$ cat config.mk
export PLATFORM = sky130hd
export DESIGN_NAME = grid_rectangle_first_fit_allocator
export DESIGN_NICKNAME = d
export VERILOG_FILES = /design/src/hdl/gfa_pkg.sv /design/src/hdl/grid_rectangle_first_fit_allocator.sv /design/src/hdl/gfa_useq.sv /design/src/hdl/gfa_datapath.sv
export SDC_FILE = /design/constraint.sdc
export NUM_CORES = 2
export LEC_CHECK = 0
export BUFFER_PORTS_ARGS = -buffer_cell sky130_fd_sc_hd__buf_2
export CORE_MARGIN = 2
export CORE_UTILIZATION = 56
export DETAILED_ROUTE_END_ITERATION = 6
export GPL_TIMING_DRIVEN = 0
export HOLD_SLACK_MARGIN = 0.02
export PLACE_DENSITY = 0.72
export SETUP_SLACK_MARGIN = 0.2
export SKIP_CTS_REPAIR_TIMING = 1
export SYNTH_ARGS = -nofsm -noshare
export SYNTH_HDL_FRONTEND = slang
export SYNTH_SLANG_ARGS = --single-unit
$ cat constraint.sdc
create_clock -name aclk -period 5.8 [get_ports aclk]
set_clock_uncertainty 0.2 [all_clocks]
set_input_delay 0.87 -clock aclk [delete_from_list [all_inputs] [get_ports aclk]]
set_output_delay 0.87 -clock aclk [all_outputs]
set_load 0.01 [all_outputs]
$ cat src/hdl/gfa_pkg.sv
package gfa_pkg;

    localparam int GRID_ROWS  = 16;
    localparam int GRID_COLS  = 16;
    localparam int OWNER_BITS = 8;

    localparam int ROW_W  = $clog2(GRID_ROWS);
    localparam int COL_W  = $clog2(GRID_COLS);
    localparam int CELL_W = ROW_W + COL_W;
    localparam int CELLS  = 2 ** CELL_W;
    localparam int SIZE_W = 5;
    localparam int SUM_W  = SIZE_W + 1;
    localparam int MASK_W = 2 ** SIZE_W;
    localparam int UPC_W  = 4;

    typedef logic [1:0]       cmd_t;
    typedef logic [3:0]       cond_t;
    typedef logic [UPC_W-1:0] upc_t;

    localparam cmd_t CMD_FIND   = 2'd0;
    localparam cmd_t CMD_PLACE  = 2'd1;
    localparam cmd_t CMD_REMOVE = 2'd2;
    localparam cmd_t CMD_QUERY  = 2'd3;

    localparam logic REG_ROWS_IN_USE = 1'b0;
    localparam logic REG_COLS_IN_USE = 1'b1;

    // jump conditions of the micro-program
    localparam cond_t C_ALWAYS    = 4'd0;
    localparam cond_t C_NO_ACCEPT = 4'd1;
    localparam cond_t C_IS_QUERY  = 4'd2;
    localparam cond_t C_IS_FIND   = 4'd3;
    localparam cond_t C_OUT_RANGE = 4'd4;
    localparam cond_t C_RECT_MORE = 4'd5;
    localparam cond_t C_FIND_BAD  = 4'd6;
    localparam cond_t C_SCAN_MORE = 4'd7;
    localparam cond_t C_OUT_BUSY  = 4'd8;

    // input word, last field lowest
    typedef struct packed {
        logic [3:0]        pad;
        logic [7:0]        owner;
        logic [SIZE_W-1:0] span_cols;
        logic [SIZE_W-1:0] span_rows;
        logic [3:0]        start_col;
        logic [3:0]        start_row;
        cmd_t              cmd;
    } in_word_t;

    // result word, last field lowest
    typedef struct packed {
        logic [5:0] pad;
        logic [7:0] cell_owner;
        logic       cell_occupied;
        logic [3:0] found_col;
        logic [3:0] found_row;
        logic       ok;
    } out_word_t;

    typedef struct packed {
        logic  accept_en;
        logic  clr_scan;
        logic  wr_cell;
        logic  scan_step;
        logic  q_rd;
        logic  set_ok;
        logic  out_load;
        cond_t cond;
        upc_t  target;
    } ctrl_t;

    typedef struct packed {
        logic accept;
        logic is_query;
        logic is_find;
        logic out_range;
        logic rect_more;
        logic find_bad;
        logic scan_more;
        logic out_busy;
    } status_t;

endpackage

$ cat src/hdl/grid_rectangle_first_fit_allocator.sv
// channel   | ports                         | word contents
// ----------+-------------------------------+----------------------------------------------
// command   | s_tvalid s_tready s_tdata[31:0] | cmd, start_row, start_col, span_rows,
//           |                               | span_cols, owner
// result    | m_tvalid m_tready m_tdata[23:0] | ok, found_row, found_col, cell_occupied,
//           |                               | cell_owner
// config    | cfg_wr_en cfg_index cfg_wdata | 0 rows_in_use, 1 cols_in_use
//
// one command at a time under a micro-programmed sequencer; the result sits in an
// output register so the next command is taken while it waits
// from the taken word: a query reads its cell; place/remove checks the range, then
// writes one rectangle cell per step; find checks its arguments, then scans the rows
// in use of each column until a corner fits or the columns run out; then back to idle
// occupancy flops are cleared by reset at once; owner tags need no clearing pass
// a stalled result holds the sequencer in its final step until the word is taken
module grid_rectangle_first_fit_allocator (
    input  logic        aclk,
    input  logic        aresetn,
    input  logic        s_tvalid,
    output logic        s_tready,
    // cmd[1:0] start_row[5:2] start_col[9:6] span_rows[14:10] span_cols[19:15] owner[27:20]
    input  logic [31:0] s_tdata,
    output logic        m_tvalid,
    input  logic        m_tready,
    // ok[0] found_row[4:1] found_col[8:5] cell_occupied[9] cell_owner[17:10]
    output logic [23:0] m_tdata,
    input  logic        cfg_wr_en,
    input  logic        cfg_index,
    input  logic [4:0]  cfg_wdata
);
    import gfa_pkg::*;

    ctrl_t   cw;
    status_t st;

    // micro-program counter and control store
    gfa_useq u_useq (
        .aclk    (aclk),
        .aresetn (aresetn),
        .st      (st),
        .cw      (cw)
    );

    // grid, counters, owner tags and result register
    gfa_datapath u_dp (
        .aclk      (aclk),
        .aresetn   (aresetn),
        .cw        (cw),
        .st        (st),
        .s_tvalid  (s_tvalid),
        .s_tready  (s_tready),
        .s_tdata   (s_tdata),
        .m_tvalid  (m_tvalid),
        .m_tready  (m_tready),
        .m_tdata   (m_tdata),
        .cfg_wr_en (cfg_wr_en),
        .cfg_index (cfg_index),
        .cfg_wdata (cfg_wdata)
    );

`ifndef SYNTHESIS
    // a command is never followed by another in the next cycle
    a_single_cmd: assert property (@(posedge aclk) disable iff (!aresetn)
        (s_tvalid && s_tready) |=> !s_tready)
        else $error("command taken while previous one in progress");

    // an owner is only reported for an occupied cell
    a_owner_occ: assert property (@(posedge aclk) disable iff (!aresetn)
        (m_tvalid && (m_tdata[17:10] != 8'd0)) |-> m_tdata[9])
        else $error("owner reported for free cell");

    // occupancy is only reported by a query, which always answers ok
    a_occ_ok: assert property (@(posedge aclk) disable iff (!aresetn)
        (m_tvalid && m_tdata[9]) |-> m_tdata[0])
        else $error("occupied cell without ok");

    // a corner other than the origin comes only from a successful find
    a_found_ok: assert property (@(posedge aclk) disable iff (!aresetn)
        (m_tvalid && (m_tdata[8:1] != 8'd0)) |-> m_tdata[0])
        else $error("corner reported without ok");
`endif

endmodule

$ cat src/hdl/gfa_useq.sv
module gfa_useq (
    input  logic             aclk,
    input  logic             aresetn,
    input  gfa_pkg::status_t st,
    output gfa_pkg::ctrl_t   cw
);
    import gfa_pkg::*;

    localparam upc_t U_FIN   = 4'd0;
    localparam upc_t U_IDLE  = 4'd1;
    localparam upc_t U_DISPQ = 4'd2;
    localparam upc_t U_DISPF = 4'd3;
    localparam upc_t U_P0    = 4'd4;
    localparam upc_t U_P1    = 4'd5;
    localparam upc_t U_P2    = 4'd6;
    localparam upc_t U_F0    = 4'd7;
    localparam upc_t U_F1    = 4'd8;
    localparam upc_t U_F2    = 4'd9;
    localparam upc_t U_Q0    = 4'd10;

    upc_t upc_reg;
    logic taken;

    function automatic ctrl_t ucode(input upc_t a);
        ctrl_t w;
        w = '0;
        unique case (a)
            U_FIN: begin
                w.out_load = 1'b1;
                w.cond = C_OUT_BUSY;  w.target = U_FIN;
            end
            U_IDLE: begin
                w.accept_en = 1'b1;
                w.cond = C_NO_ACCEPT; w.target = U_IDLE;
            end
            U_DISPQ: begin
                w.cond = C_IS_QUERY;  w.target = U_Q0;
            end
            U_DISPF: begin
                w.cond = C_IS_FIND;   w.target = U_F0;
            end
            U_P0: begin
                w.cond = C_OUT_RANGE; w.target = U_FIN;
            end
            U_P1: begin
                w.wr_cell = 1'b1;
                w.set_ok = 1'b1;
                w.cond = C_RECT_MORE; w.target = U_P1;
            end
            U_P2: begin
                w.cond = C_ALWAYS;    w.target = U_FIN;
            end
            U_F0: begin
                w.clr_scan = 1'b1;
                w.cond = C_FIND_BAD;  w.target = U_FIN;
            end
            U_F1: begin
                w.scan_step = 1'b1;
                w.cond = C_SCAN_MORE; w.target = U_F1;
            end
            U_F2: begin
                w.cond = C_ALWAYS;    w.target = U_FIN;
            end
            U_Q0: begin
                w.q_rd = 1'b1;
                w.set_ok = 1'b1;
                w.cond = C_ALWAYS;    w.target = U_FIN;
            end
            default: begin
                w.cond = C_ALWAYS;    w.target = U_IDLE;
            end
        endcase
        return w;
    endfunction

    assign cw = ucode(upc_reg);

    always_comb begin
        unique case (cw.cond)
            C_ALWAYS:    taken = 1'b1;
            C_NO_ACCEPT: taken = !st.accept;
            C_IS_QUERY:  taken = st.is_query;
            C_IS_FIND:   taken = st.is_find;
            C_OUT_RANGE: taken = st.out_range;
            C_RECT_MORE: taken = st.rect_more;
            C_FIND_BAD:  taken = st.find_bad;
            C_SCAN_MORE: taken = st.scan_more;
            C_OUT_BUSY:  taken = st.out_busy;
            default:     taken = 1'b1;
        endcase
    end

    always_ff @(posedge aclk) begin
        if (!aresetn) begin
            upc_reg <= U_IDLE;
        end else begin
            upc_reg <= taken ? cw.target : upc_t'(upc_reg + 1'b1);
        end
    end

endmodule

$ cat src/hdl/gfa_datapath.sv
module gfa_datapath (
    input  logic             aclk,
    input  logic             aresetn,
    input  gfa_pkg::ctrl_t   cw,
    output gfa_pkg::status_t st,
    input  logic             s_tvalid,
    output logic             s_tready,
    input  logic [31:0]      s_tdata,
    output logic             m_tvalid,
    input  logic             m_tready,
    output logic [23:0]      m_tdata,
    input  logic             cfg_wr_en,
    input  logic             cfg_index,
    input  logic [4:0]       cfg_wdata
);
    import gfa_pkg::*;

    in_word_t in_w;

    logic [SIZE_W-1:0] rows_cfg_reg, cols_cfg_reg;
    logic [SIZE_W-1:0] nr, nc;

    cmd_t              cmd_reg;
    logic [ROW_W-1:0]  srow_reg;
    logic [COL_W-1:0]  scol_reg;
    logic [SIZE_W-1:0] span_r_reg, span_c_reg;
    logic [OWNER_BITS-1:0] owner_reg;

    logic [ROW_W-1:0]  i_reg;
    logic [COL_W-1:0]  j_reg;
    logic [SIZE_W-1:0] run_reg;
    logic              ok_reg, qocc_reg;
    logic [3:0]        frow_reg, fcol_reg;

    logic [GRID_COLS-1:0]  occ_rows_reg [GRID_ROWS];
    logic [OWNER_BITS-1:0] owner_mem [CELLS];
    logic [OWNER_BITS-1:0] rd_data_reg;
    logic [CELL_W-1:0]     cell_addr;

    logic              m_tvalid_reg;
    out_word_t         m_word_reg;

    logic                 accept, out_busy;
    logic [GRID_COLS-1:0] row_word, cmask;
    logic [MASK_W-1:0]    wide_mask;
    logic                 seg_free, hit, row_last, col_end_next;
    logic [SIZE_W-1:0]    run_inc;
    logic [SUM_W-1:0]     row_end, col_end;
    logic                 in_range, q_in_range, last_cell;

    assign in_w     = in_word_t'(s_tdata);
    assign s_tready = cw.accept_en;
    assign accept   = s_tvalid && cw.accept_en;
    assign out_busy = m_tvalid_reg && !m_tready;

    assign nr = (rows_cfg_reg > SIZE_W'(GRID_ROWS)) ? SIZE_W'(GRID_ROWS) : rows_cfg_reg;
    assign nc = (cols_cfg_reg > SIZE_W'(GRID_COLS)) ? SIZE_W'(GRID_COLS) : cols_cfg_reg;

    // column segment of the current row under the rectangle
    assign row_word  = occ_rows_reg[i_reg];
    assign wide_mask = ((MASK_W'(1) << span_c_reg) - MASK_W'(1)) << j_reg;
    assign cmask     = wide_mask[GRID_COLS-1:0];
    assign seg_free  = (row_word & cmask) == '0;

    // free-row run per column gives the first fitting corner in column order, top row first
    assign run_inc      = run_reg + SIZE_W'(1);
    assign hit          = seg_free && (run_inc >= span_r_reg);
    assign row_last     = SIZE_W'(i_reg) == (nr - SIZE_W'(1));
    assign col_end_next = (SUM_W'(j_reg) + SUM_W'(1) + SUM_W'(span_c_reg)) > SUM_W'(nc);

    assign in_range = (span_r_reg != '0) && (span_c_reg != '0)
                   && (SUM_W'(srow_reg) + SUM_W'(span_r_reg) <= SUM_W'(nr))
                   && (SUM_W'(scol_reg) + SUM_W'(span_c_reg) <= SUM_W'(nc));
    assign row_end   = SUM_W'(srow_reg) + SUM_W'(span_r_reg) - SUM_W'(1);
    assign col_end   = SUM_W'(scol_reg) + SUM_W'(span_c_reg) - SUM_W'(1);
    assign last_cell = (SUM_W'(i_reg) == row_end) && (SUM_W'(j_reg) == col_end);

    assign q_in_range = (SIZE_W'(srow_reg) < nr) && (SIZE_W'(scol_reg) < nc);

    assign cell_addr = {i_reg, j_reg};

    always_comb begin
        st.accept    = accept;
        st.is_query  = cmd_reg == CMD_QUERY;
        st.is_find   = cmd_reg == CMD_FIND;
        st.out_range = !in_range;
        st.rect_more = !last_cell;
        st.find_bad  = (span_r_reg == '0) || (span_c_reg == '0) || (nr == '0)
                    || (span_c_reg > nc);
        st.scan_more = !hit && !(row_last && col_end_next);
        st.out_busy  = out_busy;
    end

    always_ff @(posedge aclk) begin
        if (!aresetn) begin
            rows_cfg_reg <= SIZE_W'(GRID_ROWS);
            cols_cfg_reg <= SIZE_W'(GRID_COLS);
            m_tvalid_reg <= 1'b0;
            for (int r = 0; r < GRID_ROWS; r++) begin
                occ_rows_reg[r] <= '0;
            end
        end else begin
            if (cfg_wr_en) begin
                unique case (cfg_index)
                    REG_ROWS_IN_USE: rows_cfg_reg <= cfg_wdata;
                    REG_COLS_IN_USE: cols_cfg_reg <= cfg_wdata;
                endcase
            end
            if (cw.wr_cell) begin
                occ_rows_reg[i_reg][j_reg] <= (cmd_reg != CMD_REMOVE);
            end
            if (cw.out_load && !out_busy) begin
                m_tvalid_reg <= 1'b1;
            end else if (m_tready) begin
                m_tvalid_reg <= 1'b0;
            end
        end
    end

    always_ff @(posedge aclk) begin
        if (accept) begin
            cmd_reg    <= in_w.cmd;
            srow_reg   <= ROW_W'(in_w.start_row);
            scol_reg   <= COL_W'(in_w.start_col);
            span_r_reg <= in_w.span_rows;
            span_c_reg <= in_w.span_cols;
            owner_reg  <= OWNER_BITS'(in_w.owner);
            i_reg      <= ROW_W'(in_w.start_row);
            j_reg      <= COL_W'(in_w.start_col);
            run_reg    <= '0;
            ok_reg     <= 1'b0;
            qocc_reg   <= 1'b0;
            frow_reg   <= '0;
            fcol_reg   <= '0;
        end
        if (cw.clr_scan) begin
            i_reg   <= '0;
            j_reg   <= '0;
            run_reg <= '0;
        end
        if (cw.wr_cell) begin
            if (SUM_W'(j_reg) == col_end) begin
                j_reg <= scol_reg;
                i_reg <= ROW_W'(i_reg + 1'b1);
            end else begin
                j_reg <= COL_W'(j_reg + 1'b1);
            end
        end
        if (cw.scan_step) begin
            if (hit) begin
                ok_reg   <= 1'b1;
                frow_reg <= 4'(SUM_W'(i_reg) + SUM_W'(1) - SUM_W'(span_r_reg));
                fcol_reg <= 4'(j_reg);
            end else if (row_last) begin
                i_reg   <= '0;
                j_reg   <= COL_W'(j_reg + 1'b1);
                run_reg <= '0;
            end else begin
                i_reg   <= ROW_W'(i_reg + 1'b1);
                run_reg <= seg_free ? run_inc : '0;
            end
        end
        if (cw.q_rd) begin
            qocc_reg <= q_in_range && row_word[j_reg];
        end
        if (cw.set_ok) begin
            ok_reg <= 1'b1;
        end
        if (cw.out_load && !out_busy) begin
            m_word_reg.pad           <= '0;
            m_word_reg.ok            <= ok_reg;
            m_word_reg.found_row     <= frow_reg;
            m_word_reg.found_col     <= fcol_reg;
            m_word_reg.cell_occupied <= qocc_reg;
            m_word_reg.cell_owner    <= qocc_reg ? 8'(rd_data_reg) : 8'd0;
        end
    end

    // owner tags: one write, one registered read
    always_ff @(posedge aclk) begin
        if (cw.wr_cell && (cmd_reg == CMD_PLACE)) begin
            owner_mem[cell_addr] <= owner_reg;
        end
    end

    always_ff @(posedge aclk) begin
        rd_data_reg <= owner_mem[cell_addr];
    end

    assign m_tvalid = m_tvalid_reg;
    assign m_tdata  = m_word_reg;

endmodule
# [Yosys cells after proc, flatten, opt, wreduce, memory -nomap -nowiden]
# Memories as Yosys holds them, arrays and structs flattened. A register that Yosys moved wholly into a read port is not among the register bits.
# Cells that the tools add are included.
[totals] wordCells=174 ff_bits=84 out_inout_bits=26 ramBits=2304 input_bits=43 mem_count=2
[op_classes] n_mux=58 shift=2 n_addsub=14 n_bitwise=2 n_eq_ne=24 reduce_logical=39 n_lt_le_gt_ge=11
[mem_list] memory="u_dp.owner_mem" words=256 word_bits=8 rd=1 rd_clocked_by_memory_dff=1 wr=1 line="gfa_datapath.sv:36" source="logic [OWNER_BITS-1:0] owner_mem [CELLS];"
[mem_list] memory="u_dp.occ_rows_reg" words=16 word_bits=16 rd=1 rd_clocked_by_memory_dff=1 wr=16 line="gfa_datapath.sv:35" source="logic [GRID_COLS-1:0] occ_rows_reg [GRID_ROWS];"
[op_table] op="two-way mux 4 bit" count=22
[op_table] op="case mux 8 bit (9 select lines)" count=1
[op_table] op="two-way mux 16 bit" count=3
[op_table] op="two-way mux 5 bit" count=8
[op_table] op="== test 4 x 3 -> 1 bit, second input constant" count=8
[op_table] op="left shift 1 x 5 -> 32 bit, first input constant" count=1
[op_table] op="left shift 32 x 4 -> 16 bit" count=1
[op_table] op="subtractor 32 x 2 -> 32 bit, second input constant" count=1
[op_table] op="two-way mux 1 bit" count=21
[op_table] op="adder 4 x 1 -> 4 bit, second input constant" count=4
[op_table] op="AND 16 bit" count=1
[op_table] op="== test 4 x 2 -> 1 bit, second input constant" count=4
[op_table] op="== test 4 bit, second input constant" count=4
[op_table] op="zero test 16 bit" count=1
[op_table] op="OR reduction 16 bit" count=1
[op_table] op="zero test 5 bit" count=3
[op_table] op="logical AND 1 bit" count=14
[op_table] op="adder 4 x 5 -> 6 bit" count=2
[op_table] op="== test 4 x 6 -> 1 bit" count=2
[op_table] op="<= comparator 6 x 5 -> 1 bit" count=2
[op_table] op="subtractor 6 x 1 -> 6 bit, second input constant" count=2
[op_table] op="greater-than comparator 5 bit, second input constant" count=2
[op_table] op="< comparator 4 x 5 -> 1 bit" count=2
[op_table] op="nonzero test 5 bit" count=2
[op_table] op="27 further kinds" count=38

# [Logic depth before layout (Yosys ltp)]
[logic_depth] word_depth=10 mapped_depth=19 depth_no_buf=16

# [Modules after synthesis]
# Synthesis repeated with hierarchy kept, for this count alone.
[unflattened] hier_cells=5058 area_unflattened_um2=98348.1
[by_module_without_submodules] module="gfa_datapath" cells_each=4970 area_per_inst_um2=97632.4 instances=1 seq_area_each_um2=71418.5
[by_module_without_submodules] module="gfa_useq" cells_each=88 area_per_inst_um2=715.7 instances=1 seq_area_each_um2=80.1

# [Worst setup path after synthesis]
# OpenSTA, ideal clock, no wires.
[synth_timing] path_kind="reg-to-reg" start="register u_dp.j_reg[1]" end="register u_useq.upc_reg[3]" n_path_buf=4 setup_time_ns=0.118 synth_period_minus_slack_ns=4.430 path_stages_with_launch=19 setup_slack_ns=1.370 arrival_ns=4.112 t_required_ns=5.482 cell_sequence="dfxtp_1 clkbuf_1 clkbuf_1 clkbuf_1 clkbuf_1 nand3_1 xnor2_1 inv_1 ha_1 xnor2_1 ha_1 o21a_1 o21a_1 o22ai_1 a31oi_1 o211ai_1 o31ai_4 mux2_4 o221a_4"
[synth_between] elab_chain_cells=8 elab_cells_between_ends=16 cone_classes="2 x add/sub; 1 x order compare; 1 x eq/ne; 1 x shift; 2 x mux; 1 x bitwise; 8 x reduce/logical"
[synth_lines] element="start: declaration" line="gfa_datapath.sv:30" source="logic [COL_W-1:0] j_reg;"
[synth_lines] element="start signal: assignment" line="gfa_datapath.sv:129" source="j_reg <= COL_W'(in_w.start_col);"
[synth_lines] element="start signal: assignment" line="gfa_datapath.sv:143" source="j_reg <= scol_reg;"
[synth_lines] element="start signal: assignment" line="gfa_datapath.sv:146" source="j_reg <= COL_W'(j_reg + 1'b1);"
[synth_lines] element="adder 4 x 1 -> 5 bit or left shift 32 x 4 -> 16 bit (tied branches)" line="gfa_datapath.sv:69, gfa_datapath.sv:61"
[synth_lines] element="adder 6 x 5 -> 6 bit or AND 16 bit (tied branches)" line="gfa_datapath.sv:69, gfa_datapath.sv:63"
[synth_lines] element="greater-than comparator 6 x 5 -> 1 bit or zero test 16 bit (tied branches)" line="gfa_datapath.sv:69, gfa_datapath.sv:63"
[synth_lines] element="logical AND 1 bit, on equally long branches" line="gfa_datapath.sv:90, gfa_datapath.sv:67"
[synth_lines] element="zero test 1 bit" line="gfa_datapath.sv:90" source="st.scan_more = !hit && !(row_last && col_end_next);"
[synth_lines] element="logical AND 1 bit" line="gfa_datapath.sv:90"
[synth_lines] element="case mux 1 bit (8 select lines) (*)" line="gfa_useq.sv:79" source="unique case (cw.cond)"
[synth_lines] element="two-way mux 4 bit (*)" line="gfa_useq.sv:97" source="upc_reg <= taken ? cw.target : upc_t'(upc_reg + 1'b1);"
[synth_lines] element="end signal: assignment" line="gfa_useq.sv:97"
[synth_lines] element="end: declaration" line="gfa_useq.sv:21" source="upc_t upc_reg;"
# Every way passes the cells marked *; elsewhere a longest branch is shown, timed or not.
# A chain may end at the register's enable or synchronous reset.

# [Worst setup path after layout]
[layout_timing] start="register u_dp.j_reg[2]" end="memory u_dp.owner_mem[103][7] (enable)"
[layout_lines] element="end: declaration" line="gfa_datapath.sv:36"
# No word-level cell before the write port.

==> results.md <==
- Worst Hold Slack: 46.0 ps
- Initial antenna violation count: 19
- Fill count: roughly 11000
- Top-count cell post-synth: edfxtp_1
- Final ANT Viol Nets: 0
- Pleak: about 0.035 uW
- Die Ht: 423 um
- EDFF count, synth: between 2000 and 2500
- Commonest cells in the netlist: edfxtp_1 (2351), mux4_2 (741), nor2_1 (550), o21ai_0 (304), clkbuf_1 (294)
- GRT busiest layer: met2
- Starting DRT DRC Count: ~9100
- Largest area contributor in the synthesized netlist: edfxtp_1
- Met1 GRT Util: 0.425
- Clk buf depth: 3
- Cts bufs inserted: roughly 230
- Die extent in x: 423 um
- FF/Latch Area: ~71000 sq um
- # IOs: 69
- Worst IR drop on VDD: approximately 0.31 mV
- CP Data Arrival Time: between 6000 and 7000 ps
- Post-Place Cells: about 7500
- WS Path Type: flop to flop
- Worst path required time: roughly 6100 ps
- Synth Area per Inst: ~19 sq um
- Failing checks: design-rule violations, negative setup slack
- Input/output buffers: between 50 and 60
- Vias post-DR: between 50000 and 60000
- Largest net degree at the start of global routing: 37
- Seq/Total Area, Yosys: 0.728
- Non-Filler Instances: roughly 8000
- Worst-path fanout max: 10
- Final nets: 5582
- Total gr overflow: 0
- Drc violations: 23
- Sink Count: roughly 2400
- Highest Clock Rate: between 150 and 200 MHz
- Number of global-route vias before repair: about 53000
- Later-pin clock latency in the skew report: 880 ps
- Hold Path Class: primary input to flop
- Final-report setup violation count: 9
- First-pass DRT Iterations: 7
- Final hold violations: 0
- Yosys reg bits: approximately 2400
- Top-area cell type share of the netlist area: 0.719
- Post-synthesis cell count: slightly above 5000
- Largest register FFs: 2048
- WL final: approximately 280000 um
- Final WS setup: -97.9 ps
- Grt met2 use: 0.485
- Area of the multi-input gates: 25100 sq um
- GP Congestion: between 0.9 and 1
- GRT Total Usage: 0.315
- Ys async rst share: 0
- Largest cells by area after synthesis: edfxtp_1 (72%), mux4_2 (17%), nor2_1 (2.1%), o21ai_0 (1.5%), clkbuf_1 (1.1%)
- Layout area overhead: 13.4%
- Fin. max-slew vios: 0
- Total Power: 53100 uW
- Netlist cell types: 89
- Post-Syn Area: between 90000 and 100000 sq um
- Vias per cell: about 7
- Die footprint: between 150000 and 200000 sq um
- Startpoint Class: flop
- WL/cell: 35.0 um
- RSZ-0062 raised after global routing: true
- Ys flop type: edfxtp_1
- Cell Rows: between 150 and 200
- Core area: between 150000 and 200000 sq um
- Initial core utilization: 0.565
- Max Cap Viol: 0
- Status: finished, violations left
- HPWL after DPL: around 190000 um
- Synth warnings: 0
- First-pass GRT wire length: 395000 um
- Final Util: 0.640
- PwrDens: 477 nW/um^2
- Final Critical Period: around 5900 ps
- # H-tree levels: 4
- Root Buffer: clkbuf_16
- Worst-path clk slew: roughly 70 ps
- Final period util: 1.02
- GR Util met3: 0.0775
- CTS tree: built
- Layout cells sized above 1: 0.233
- Kind of end point of the critical path: flop
- Least-Margin Pin Slew: ~1400 ps
- Worst slew margin: 0.0686
[cell families after synthesis]
family	Yosys count	share of synthesized area
AOI/OAI and AO/OA	494	0.0300
xor gates and xnor gates	29	0.00259
adders and majority gates	70	0.00922
buffers and inverters	445	0.0179
DFF	2396	0.728
muxes	769	0.175
other	1	0.0000382
and+or+nand+nor	866	0.0376
[per-stage QoR]
step | setup slack [ps] | area [sq um] | setup TNS (ps)
2_1_floorplan | 1370 | 98300 | 0
3_3_place_gp | -2330 | 101000 | -4091530
3_5_place_dp | -982 | 104000 | -7540
4_1_cts | -1010 | 111000 | -10210
5_1_grt | 39.6 | 111000 | 0
6_report | -97.9 | 111000 | -755
[where the power goes]
part	switching (uW)	internal (uW)	total (uW)
sequential	275	20000	20300
clock	6530	8100	14600
combinational	10900	7300	18200
[final timing paths]
kind | from | to | slack (ps) | depth (start not counted)
max | u_dp.j_reg[2]$_DFF_P_ | u_dp.owner_mem[103][7]$_DFFE_PP_ | -100 | 8
min | s_tdata[3] | u_dp.srow_reg[1]$_DFFE_PP_ | 50 | 1
max reg2reg | u_dp.j_reg[2]$_DFF_P_ | u_dp.owner_mem[103][7]$_DFFE_PP_ | -100 | 8
min reg2reg | u_dp.frow_reg[3]$_DFF_P_ | u_dp.m_tdata[4]$_DFFE_PP_ | 230 | 0
[layout by cell type (no fill, tap or decap), drive strengths merged, types with 13 or more instances in the layout]
cell	instances
a21oi	41
a22oi	15
and2	16
buf	227
bufinv	17
clkbuf	590
clkinv	100
dfxtp	45
diode	16
dlygate4sd3	25
edfxtp	2351
ha	66
inv	66
mux2i	13
mux4	753
nand2	110
nand2b	14
nand3	89
nor2	550
nor2b	18
nor3	16
o211ai	16
o21a	13
o21ai	305
o22ai	16
xnor2	23
[layout make-up]
| type | count | share of cell area |
|---|---|---|
| plain buffers | 390 | 0.0147 |
| diodes | 16 | 0.000360 |
| multi-input cells | 2234 | 0.225 |
| well taps | 2325 | 0.0261 |
| clock buffers | 292 | 0.0539 |
| repair buffers | 165 | 0.0245 |
| inverters | 55 | 0.00185 |
| clock inverters | 134 | 0.0112 |
| flip-flops and latches | 2396 | 0.642 |
[per-layer routing]
metal | part of all wire | vias to the layer above | routed length [um]
li1 | - | 21529 | -
met3 | 0.12 | 786 | 33600
met1 | 0.35 | 28573 | 98500
met4 | 0.058 | 8 | 16300
met5 | 0.00020 | - | 57
met2 | 0.47 | 4185 | 132000
[worst max-delay path, stage by stage (launching register included)]
cell and delay [ps]:
dfxtp_1 310, clkbuf_1 430, inv_1 140, clkbuf_1 370
nor2_1 860, clkbuf_1 820, nand3_1 580, clkbuf_2 800
nor2_1 950
No activity file was read; power rests on OpenSTA's default activity.
